File: config.mk
export PLATFORM = sky130hd
export DESIGN_NAME = hdsd_fifo
export DESIGN_NICKNAME = d
export VERILOG_FILES = /design/src/hdsd_pkg.sv /design/src/hdsd_fifo.sv
export SDC_FILE = /design/constraint.sdc
export NUM_CORES = 1
export LEC_CHECK = 0
export BUFFER_PORTS_ARGS = -buffer_cell sky130_fd_sc_hd__buf_2
export CORE_MARGIN = 4
export CORE_UTILIZATION = 45
export CTS_BUF_LIST = sky130_fd_sc_hd__clkbuf_16
export DETAILED_ROUTE_END_ITERATION = 10
export PLACE_DENSITY = 0.69
export SYNTH_ARGS = -nofsm -noshare
export SYNTH_HDL_FRONTEND = slang
export SYNTH_SLANG_ARGS = --single-unit
File: constraint.sdc
create_clock -name clk -period 6.2 [get_ports clk]
set_clock_uncertainty 0.2 [all_clocks]
set_input_delay 1.86 -clock clk [delete_from_list [all_inputs] [get_ports clk]]
set_output_delay 1.86 -clock clk [all_outputs]
set_load 0.05 [all_outputs]
File: src/hdsd_pkg.sv
// Shared types, constants and helpers of the Huffman delta sample decoder.
`default_nettype none
package hdsd_pkg;

    localparam int IDX_W    = 14;
    localparam int VAL_W    = 16;
    localparam int BYTE_W   = 8;
    localparam int AXIS_W   = 2;
    localparam int CFG_IDX_W = 2;
    localparam int HDR_W    = 12;
    localparam int HDR_CNT_W = 4;
    localparam int QDEPTH   = 2;
    localparam int QAW      = 1;

    localparam logic OP_LOAD = 1'b0;
    localparam logic OP_DATA = 1'b1;

    localparam logic [CFG_IDX_W-1:0] REG_DIFFERENCE_MODE = 2'd0;
    localparam logic [CFG_IDX_W-1:0] REG_WHOLE_SYMBOLS   = 2'd1;

    localparam logic [AXIS_W-1:0] AXIS_X = 2'd0;
    localparam logic [AXIS_W-1:0] AXIS_Z = 2'd2;

    localparam logic [HDR_CNT_W-1:0] HDR_LAST_CNT = 4'd11;

    localparam logic [VAL_W-1:0] SUB_4096  = 16'hF000;
    localparam logic [VAL_W-1:0] SUB_2048  = 16'hF800;
    localparam logic [VAL_W-1:0] SIGN_FILL = 16'hF000;

    typedef struct packed {
        logic              leaf;
        logic [IDX_W-1:0]  left;
        logic [IDX_W-1:0]  right;
        logic [VAL_W-1:0]  value;
    } node_t;

    typedef struct packed {
        logic              is_data;
        logic [IDX_W-1:0]  idx;
        node_t             node;
        logic [BYTE_W-1:0] data;
    } cmd_t;

    typedef struct packed {
        logic difference_mode;
        logic whole_symbols;
    } cfg_t;

    typedef enum logic [1:0] {
        ST_IDLE,
        ST_RUN,
        ST_FLUSH
    } state_t;

    function automatic logic [VAL_W-1:0] sext12(input logic [HDR_W-1:0] v);
        logic [VAL_W-1:0] r;
        r = {4'd0, v};
        if (v[HDR_W-1])
        begin
            r = r | SIGN_FILL;
        end
        return r;
    endfunction

endpackage
`default_nettype wire

File: src/hdsd_fifo.sv
// Two-entry command queue between the front and back ends.
`default_nettype none
module hdsd_fifo (
    input  wire logic             clk,
    input  wire logic             rst_n,
    input  wire logic             push,
    input  wire hdsd_pkg::cmd_t   wdata,
    output logic                  full,
    input  wire logic             pop,
    output logic                  valid,
    output hdsd_pkg::cmd_t        rdata
);
    import hdsd_pkg::*;

    cmd_t              entry_reg [QDEPTH];
    logic [QAW-1:0]    wr_ptr_reg;
    logic [QAW-1:0]    wr_ptr_next;
    logic [QAW-1:0]    rd_ptr_reg;
    logic [QAW-1:0]    rd_ptr_next;
    logic [QAW:0]      count_reg;
    logic [QAW:0]      count_next;
    logic              do_push;
    logic              do_pop;

    assign full    = (count_reg == (QAW+1)'(QDEPTH));
    assign valid   = (count_reg != '0);
    assign rdata   = entry_reg[rd_ptr_reg];
    assign do_push = push && !full;
    assign do_pop  = pop && valid;

    always_comb
    begin
        wr_ptr_next = do_push ? wr_ptr_reg + 1'b1 : wr_ptr_reg;
        rd_ptr_next = do_pop ? rd_ptr_reg + 1'b1 : rd_ptr_reg;
        count_next  = count_reg;
        if (do_push && !do_pop)
        begin
            count_next = count_reg + 1'b1;
        end
        else if (do_pop && !do_push)
        begin
            count_next = count_reg - 1'b1;
        end
    end

    always_ff @(posedge clk or negedge rst_n)
    begin
        if (!rst_n)
        begin
            wr_ptr_reg <= '0;
            rd_ptr_reg <= '0;
            count_reg  <= '0;
        end
        else
        begin
            wr_ptr_reg <= wr_ptr_next;
            rd_ptr_reg <= rd_ptr_next;
            count_reg  <= count_next;
        end
    end

    always_ff @(posedge clk)
    begin
        if (do_push)
        begin
            entry_reg[wr_ptr_reg] <= wdata;
        end
    end

endmodule
`default_nettype wire

* Yosys cells after proc, flatten, opt, wreduce, memory -nomap -nowiden
Memories as Yosys holds them, arrays and structs flattened. Cells that the tools add are included.
Cells by class: add/subtract/negate cells 4, eq/ne operators 1, mux-type cells 4, reduce and logical (&&, ||, !) cells 9
Operators by type and width (count):
- $logic_and A1 B1 Y1 | 4
- $mux W2 | 2
- $reduce_bool A2 Y1 | 2
- $logic_not A1 Y1 | 3
- $add A1 B1 Y1 const B | 2
- $add A2 B1 Y2 const B | 1
- $eq A2 B2 Y1 const B | 1
- $mux W1 | 2
- $sub A2 B1 Y2 const B | 1
Word-level totals: register bits after elaboration 4, bits in writable memories 136, input bits 72, output and inout port bits 70, logic and storage cells 22, memories kept 1
Memories:
- entry_reg | depth 2, bits a word 68, read ports 1, clocked after Yosys merged registers in 0, write ports 1, RTL line hdsd_fifo.sv:15 | cmd_t entry_reg [QDEPTH];

* Longest topological paths before layout
Gate-level depths: netlist of the first run.
depth after elaboration 7, mapped depth 7

* Worst setup path after synthesis of the first run
No wires, ideal clock.
path kind in2reg, start input port push, end memory entry_reg[0][0] (netlist name) (enable), library setup time 494 ps, data arrival time 4790 ps, setup slack 716 ps, stages 2, cells stage by stage nand2_1 nor2_1
Between the ends: word-level cells in the longest chain between the ends 3
Ends and longest elaborated chain:
- start: declaration | RTL line hdsd_fifo.sv:6 | input wire logic push,
- $logic_and A1 B1 Y1 | RTL line hdsd_fifo.sv:28 | assign do_push = push && !full;
- $mux W1 | RTL line hdsd_fifo.sv:64 | if (do_push)
- $mux W1 (not written as such) | RTL line hdsd_fifo.sv:66 | entry_reg[wr_ptr_reg] <= wdata;
- end: declaration | RTL line hdsd_fifo.sv:15
No other way between the ends.

==> results.ini, run 1 <==
[final_layout]
nFillCells = 850
drive_gt1_share_pct = 60.1
syn2layout_area_growth_pct = 27.1
finalNonFillerCells = 538
largest_reg_flops = 136
finalNetCount = 458
n_antenna_cell = 0
final_area_sq_um = 6540

[placed_design]
gp_congestion = 0.711
dp_hpwl_mm = 5.62
dp_cells = 506
portBuffers = 141
placement.cell_area_sq_um = 6000
place_ws_ns = 2.24

[sta]
period_needed_ns = 4.21
slew_headroom_pct = 30.4
fin_setup_tns_ns = 0
fin_crit_sh_pct = 67.9
fin_ws_ns = 1.99
hold_ws_ns = 0.292
final_hold_viol_count = 0
drv_slew = 0
fmax_mhz = 238
setup_viol = 0
rsz0062_at_grt = false
worstMarginPinSlew_ns = 1.04

[power]
p_switching_mw = 1.49
leakage_nw = 2.53
power.internal_mw = 2.29
power.density_nw_per_um2 = 577
seq_power_share_pct = 38.1
p_comb_share_pct = 37.7
switching_share_pct = 39.4
power.share.clock_pct = 24.2
ir_worst_vdd_v = 0.000551

[setup_path]
cp.required_ns = 4.14
critical_path.top_delay_family = flip-flops
cpMaxStageDelayCell = dfrtp_4
worstSetupStartpointType = register
worst_setup_path_end_kind = primary output
ff2ff_setup_slack_ns = 3.69
worstPathCellList = mux2_2 > buf_2
r2r-start = count_reg[0]$_DFFE_PN0P_
cp-startpoint = rd_ptr_reg$_DFFE_PN0P_
max_stage_delay_ns = 1.06
critPathBufInv = 1
crit_arrival_ns = 2.15
cp_max_fo = 69
worstSetupPathType = register to primary output

[clock_network]
numCtsBuffers = 17
cts.sinks = 140
cts_tree = done
post-cts-setup-buffers = 0
root_buffer = clkbuf_16
worstSkewPairLatency_ns = 0.39
clk_pin_slew_worst_paths_ns = 0.06
cts.htree.levels = 4
cts_resized = 0
cts_hold_buf = 0
cts_buffer_depth = 2

[global_route]
antenna_found_initial = 0
overflow = 0
grt_pass1_wl_mm = 13.5
grt_max_degree = 70
grtUsageTotal_pct = 13.7
grt_pass1_vias = 2797

[die]
dieWidth_um = 115
initial_core_util_pct = 46.7
die_h_um = 115
io_pins = 142
core_sq_um = 11000
num_rows = 38
dieArea_sq_um = 13200

[logic_synthesis]
syn_nets = 304
avgSynthCellArea_sq_um = 22.3
ys.warnings.count = 0
synthCells = 231
yosys_register_bits = 140
syn-cell-area_sq_um = 5150
yosysSeqAreaShare_pct = 81.3
ys_types = 16

[drt]
drc = 0
antenna_left = 0
dr.pass1.iters = 4
vias = 2535
vias_per_cell = 4.71
drtIter0Drc = 133
drt_wl_total_mm = 8.73
avgRoutedWirePerCell_um = 16.2

[worst_hold_path]
hold_class = register to register
hold_start = count_reg[1]$_DFFE_PN0P_

[job]
drv_cap = 0

[status]
status = finished clean

cell usage in the layout (no fill, tap or decap), drive strengths merged:
| cell type | n |
|---|---|
| xor2 | 2 |
| or2 | 1 |
| bufinv | 2 |
| clkbuf | 17 |
| inv | 9 |
| and3 | 1 |
| nor2 | 2 |
| nand2 | 2 |
| nand2b | 1 |
| clkinv | 4 |
| dfrtp | 4 |
| mux2 | 68 |
| edfxtp | 136 |
| xnor2 | 3 |
| ha | 1 |
| buf | 143 |
| clkinvlp | 2 |
cells in the mapped netlist:
cell	number	area, sq um
mux2_2	58	653
inv_1	2	7.51
xor2_1	2	17.5
ha_1	1	12.5
nor2_1	2	7.51
nand2_1	2	7.51
buf_8	1	15.0
and3_1	1	6.26
buf_6	2	22.5
or2_2	1	6.26
edfxtp_1	136	4080
buf_2	5	25.0
dfrtp_1	4	100
mux2_4	10	150
nand2b_1	1	6.26
xnor2_1	3	26.3
logic make-up after synthesis:
group / after synthesis / synth area share, %
flip-flops: 140 / 81.3
multiplexers: 68 / 15.6
buffers and inverters: 10 / 1.36
AND/OR/NAND/NOR: 7 / 0.657
XOR/XNOR: 5 / 0.851
adder cells (fa/ha/maj): 1 / 0.243
worst reg2reg max path: cells and delay by family, from the launching register on:
| family | cells | cell delay [ns] |
|---|---|---|
| buf+inv | 1 | 0.43 |
| flops | 1 | 0.41 |
| simple gates | 3 | 1.15 |
layer usage:
metal  part of all wire [%]  global-route usage (%)  up-vias
met4                   0.65                    5.56        0
li1                       -                       -     1224
met1                     42                    16.3     1213
met3                    7.6                    5.63        6
met5                      0                       0        -
met2                     50                    22.2       92
cell type report:
cell class	instances	area, sq um	area share, %
Inverter	2	7.51	0.115
Tap cell	140	175	2.68
Timing Repair Buffer	143	721	11.0
Multi-Input combinational cell	81	906	13.8
Sequential cell	140	4190	64.0
Clock inverter	15	120	1.84
Clock buffer	17	425	6.50
power by group through the flow:
stage	logic, mW	clock network (mW)	registers (mW)
finish	1.42	0.913	1.44
detailed placement	1.44	0	1.47
CTS	1.45	0.942	1.45
global route	1.49	0.988	1.47
floorplan	1.25	0	1.37
global placement	1.44	0	1.45
worst paths after layout:
kind                       cells past startpoint                         to
max reg2reg                                    4  entry_reg[0][9]$_DFFE_PP_
min reg2reg                                    1   count_reg[1]$_DFFE_PN0P_
max in group asynchronous                      1     rd_ptr_reg$_DFFE_PN0P_
min                                            1   count_reg[1]$_DFFE_PN0P_
max                                            2                  rdata[14]
min in group asynchronous                      1     wr_ptr_reg$_DFFE_PN0P_
metrics by stage:
stage / util [%] / total power, mW
2_1_floorplan: - / 2.62
3_3_place_gp: 54.4 / 2.89
3_5_place_dp: 54.4 / 2.91
4_1_cts: 59.3 / 3.84
5_1_grt: 59.3 / 3.95
6_report: 59.3 / 3.78
Power figures use the tool's default switching activity.
==> run 2, diff against run 1 <==
==> constraint.sdc (replaced) <==
create_clock -name clk -period 4.1 [get_ports clk]
set_clock_uncertainty 0.2 [all_clocks]
set_input_delay 1.23 -clock clk [delete_from_list [all_inputs] [get_ports clk]]
set_output_delay 1.23 -clock clk [all_outputs]
set_load 0.05 [all_outputs]
==> results.ini, run 2 (same netlist as run 1, synthesis figures left out) <==
[status]
status = finished clean

[sta]
rsz0062_at_grt = false
slew_headroom_pct = 37.2  ; +6.8 points
final_hold_viol_count = 0  ; unchanged
drv_slew = 0  ; unchanged
fmax_mhz = 290
worstMarginPinSlew_ns = 0.942  ; -0.100 ns
fin_crit_sh_pct = 84.2
fin_ws_ns = 0.647  ; -1.34 ns
setup_viol = 0  ; unchanged
fin_setup_tns_ns = 0  ; unchanged
period_needed_ns = 3.45

[global_route]
overflow = 0  ; unchanged
grt_max_degree = 69  ; -1.4%
gr-usage-met1_pct = 16.1  ; -0.19 points
met3_usage_pct = 5.37  ; -0.26 points
grtUsageTotal_pct = 14.6  ; +0.89 points
antenna_found_initial = 0  ; unchanged
grt_pass1_vias = 2879  ; +2.9%
top_usage_layer = met2
grt_pass1_wl_mm = 14.4  ; +6.4%
use_met2_pct = 25.6  ; +3.4 points

[final_layout]
layout_commonest_cell = buf_2
final_util_pct = 59.5  ; +0.23 points
drive_gt1_share_pct = 61.7  ; +1.6 points
n_antenna_cell = 0  ; unchanged
largest_reg_flops = 136  ; unchanged
syn2layout_area_growth_pct = 27.6
multi_input_area_sq_um = 906  ; unchanged
final_area_sq_um = 6570  ; +0.38%
nFillCells = 864  ; +1.6%
finalNetCount = 459  ; +0.22%
seq_area_sq_um = 4190  ; unchanged
mostFrequentLayoutCells = buf_2 (141), edfxtp_1 (136), mux2_2 (58)

[clock_network]
cts.sinks = 140  ; unchanged
cts_buffer_depth = 2  ; unchanged
post-cts-setup-buffers = 0  ; unchanged
cts_tree = done
cts_hold_buf = 0  ; unchanged
cts_resized = 0  ; unchanged
root_buffer = clkbuf_16
clk_pin_slew_worst_paths_ns = 0.06  ; about the same
cts.htree.levels = 4  ; unchanged
worstSkewPairLatency_ns = 0.40  ; about the same
numCtsBuffers = 17  ; unchanged

[worst_hold_path]
hold_path_depth = 1  ; unchanged
hold_end = count_reg[1]$_DFFE_PN0P_
hold_start = count_reg[1]$_DFFE_PN0P_
hold_class = register to register

[die]
dieArea_sq_um = 13200  ; unchanged
io_pins = 142  ; unchanged
dieWidth_um = 115  ; unchanged
initial_core_util_pct = 46.7  ; unchanged
num_rows = 38  ; unchanged
core_sq_um = 11000  ; unchanged
die_h_um = 115  ; unchanged

[power]
power.density_nw_per_um2 = 876  ; +52%
leakage_nw = 2.52  ; -0.44%
ir_worst_vdd_v = 0.000483  ; -12%

[placed_design]
placement.cell_area_sq_um = 6020  ; +0.33%
portBuffers = 141  ; unchanged
gp_congestion = 0.686  ; -3.6%
dp_hpwl_mm = 6.04  ; +7.4%
place_ws_ns = 1.06  ; -1.18 ns

[drt]
drtIter0Drc = 99  ; -26%
drt_wl_total_mm = 9.21  ; +5.5%
avgRoutedWirePerCell_um = 17.1  ; +5.3%
drc = 0  ; unchanged
antenna_left = 0  ; unchanged
vias = 2591  ; +2.2%
dr.pass1.iters = 4  ; unchanged
vias_per_cell = 4.81  ; +2.0%

[setup_path]
critical_path.top_delay_family = flip-flops
worstSetupPathType = register to primary output
cpMaxStageDelayCell = dfrtp_4
ff2ff_setup_slack_ns = 2.08  ; -1.61 ns
worstSetupStartpointType = register
crit_arrival_ns = 2.02  ; -0.13 ns
worstPathCellList = buf_12 > mux2_2 > buf_2
r2r-start = count_reg[0]$_DFFE_PN0P_
cp_max_fo = 42  ; -39%
max_stage_delay_ns = 0.69  ; -0.37 ns
rr_worst_depth = 2  ; -2
critPathBufInv = 2  ; +1
worst_setup_path_end_kind = primary output
rr_endpoint = entry_reg[1][20]$_DFFE_PP_
cp.required_ns = 2.67  ; -1.47 ns

[job]
drv_cap = 0  ; unchanged

-- run 2: changes by cell type in the layout (fill, tap and decap cells not counted), sizes merged --
cell,delta
clkinv,+6
inv,-5
buf,+1
bufinv,-1
-- run 2: power by group --
part | switching (mW) | internal, mW | total [mW] | leakage (nW)
clock | 0.567 | 0.831 | 1.40 | 0.268
sequential | 0.136 | 1.96 | 2.10 | 1.31
combinational | 1.62 | 0.638 | 2.26 | 0.942
total | 2.32 | 3.43 | 5.75 | 2.52
-- run 2: routing by layer --
metal | part of all wire (%) | wire length, um
met1 | 39 | 3570
met2 | 53 | 4900
met3 | 7.1 | 655
met4 | 0.94 | 87
met5 | 0 | 0
-- run 2: worst max path at each step --
stage	to	slack [ns]	cells past startpoint	startpoint
5_1_grt	rdata[42]	0.58	3	rd_ptr_reg$_DFFE_PN0P_
2_1_floorplan	entry_reg[0][0]$_DFFE_PP_	0.38	2	push
3_3_place_gp	rdata[18]	1.06	3	rd_ptr_reg$_DFFE_PN0P_
4_1_cts	rdata[8]	0.61	3	rd_ptr_reg$_DFFE_PN0P_
6_report	rdata[2]	0.65	3	rd_ptr_reg$_DFFE_PN0P_
3_5_place_dp	rdata[42]	1.06	3	rd_ptr_reg$_DFFE_PN0P_
-- run 2: final cells by class --
type | instances | area share (%)
Sequential cell | 140 | 63.8
Clock buffer | 17 | 6.48
Multi-Input combinational cell | 81 | 13.8
Tap cell | 140 | 2.67
Timing Repair Buffer | 144 | 11.3
Inverter | 2 | 0.114
Clock inverter | 15 | 1.91
-- run 2: worst register-to-register path: cells and delay by family (launching register included) --
family / cells / cell delay [ns]
DFF: 1 / 0.41
and+or+nand+nor: 2 / 1.00
-- run 2: metrics by stage --
| step | hold slack [ns] | cells | power, mW |
|---|---|---|---|
| after floorplan | 0.256 | 231 | 3.95 |
| after global placement | 0.286 | 507 | 4.39 |
| after detailed placement | 0.288 | 507 | 4.42 |
| after CTS | 0.305 | 539 | 5.84 |
| after global routing | 0.323 | 539 | 6.01 |
| final | 0.297 | 539 | 5.75 |
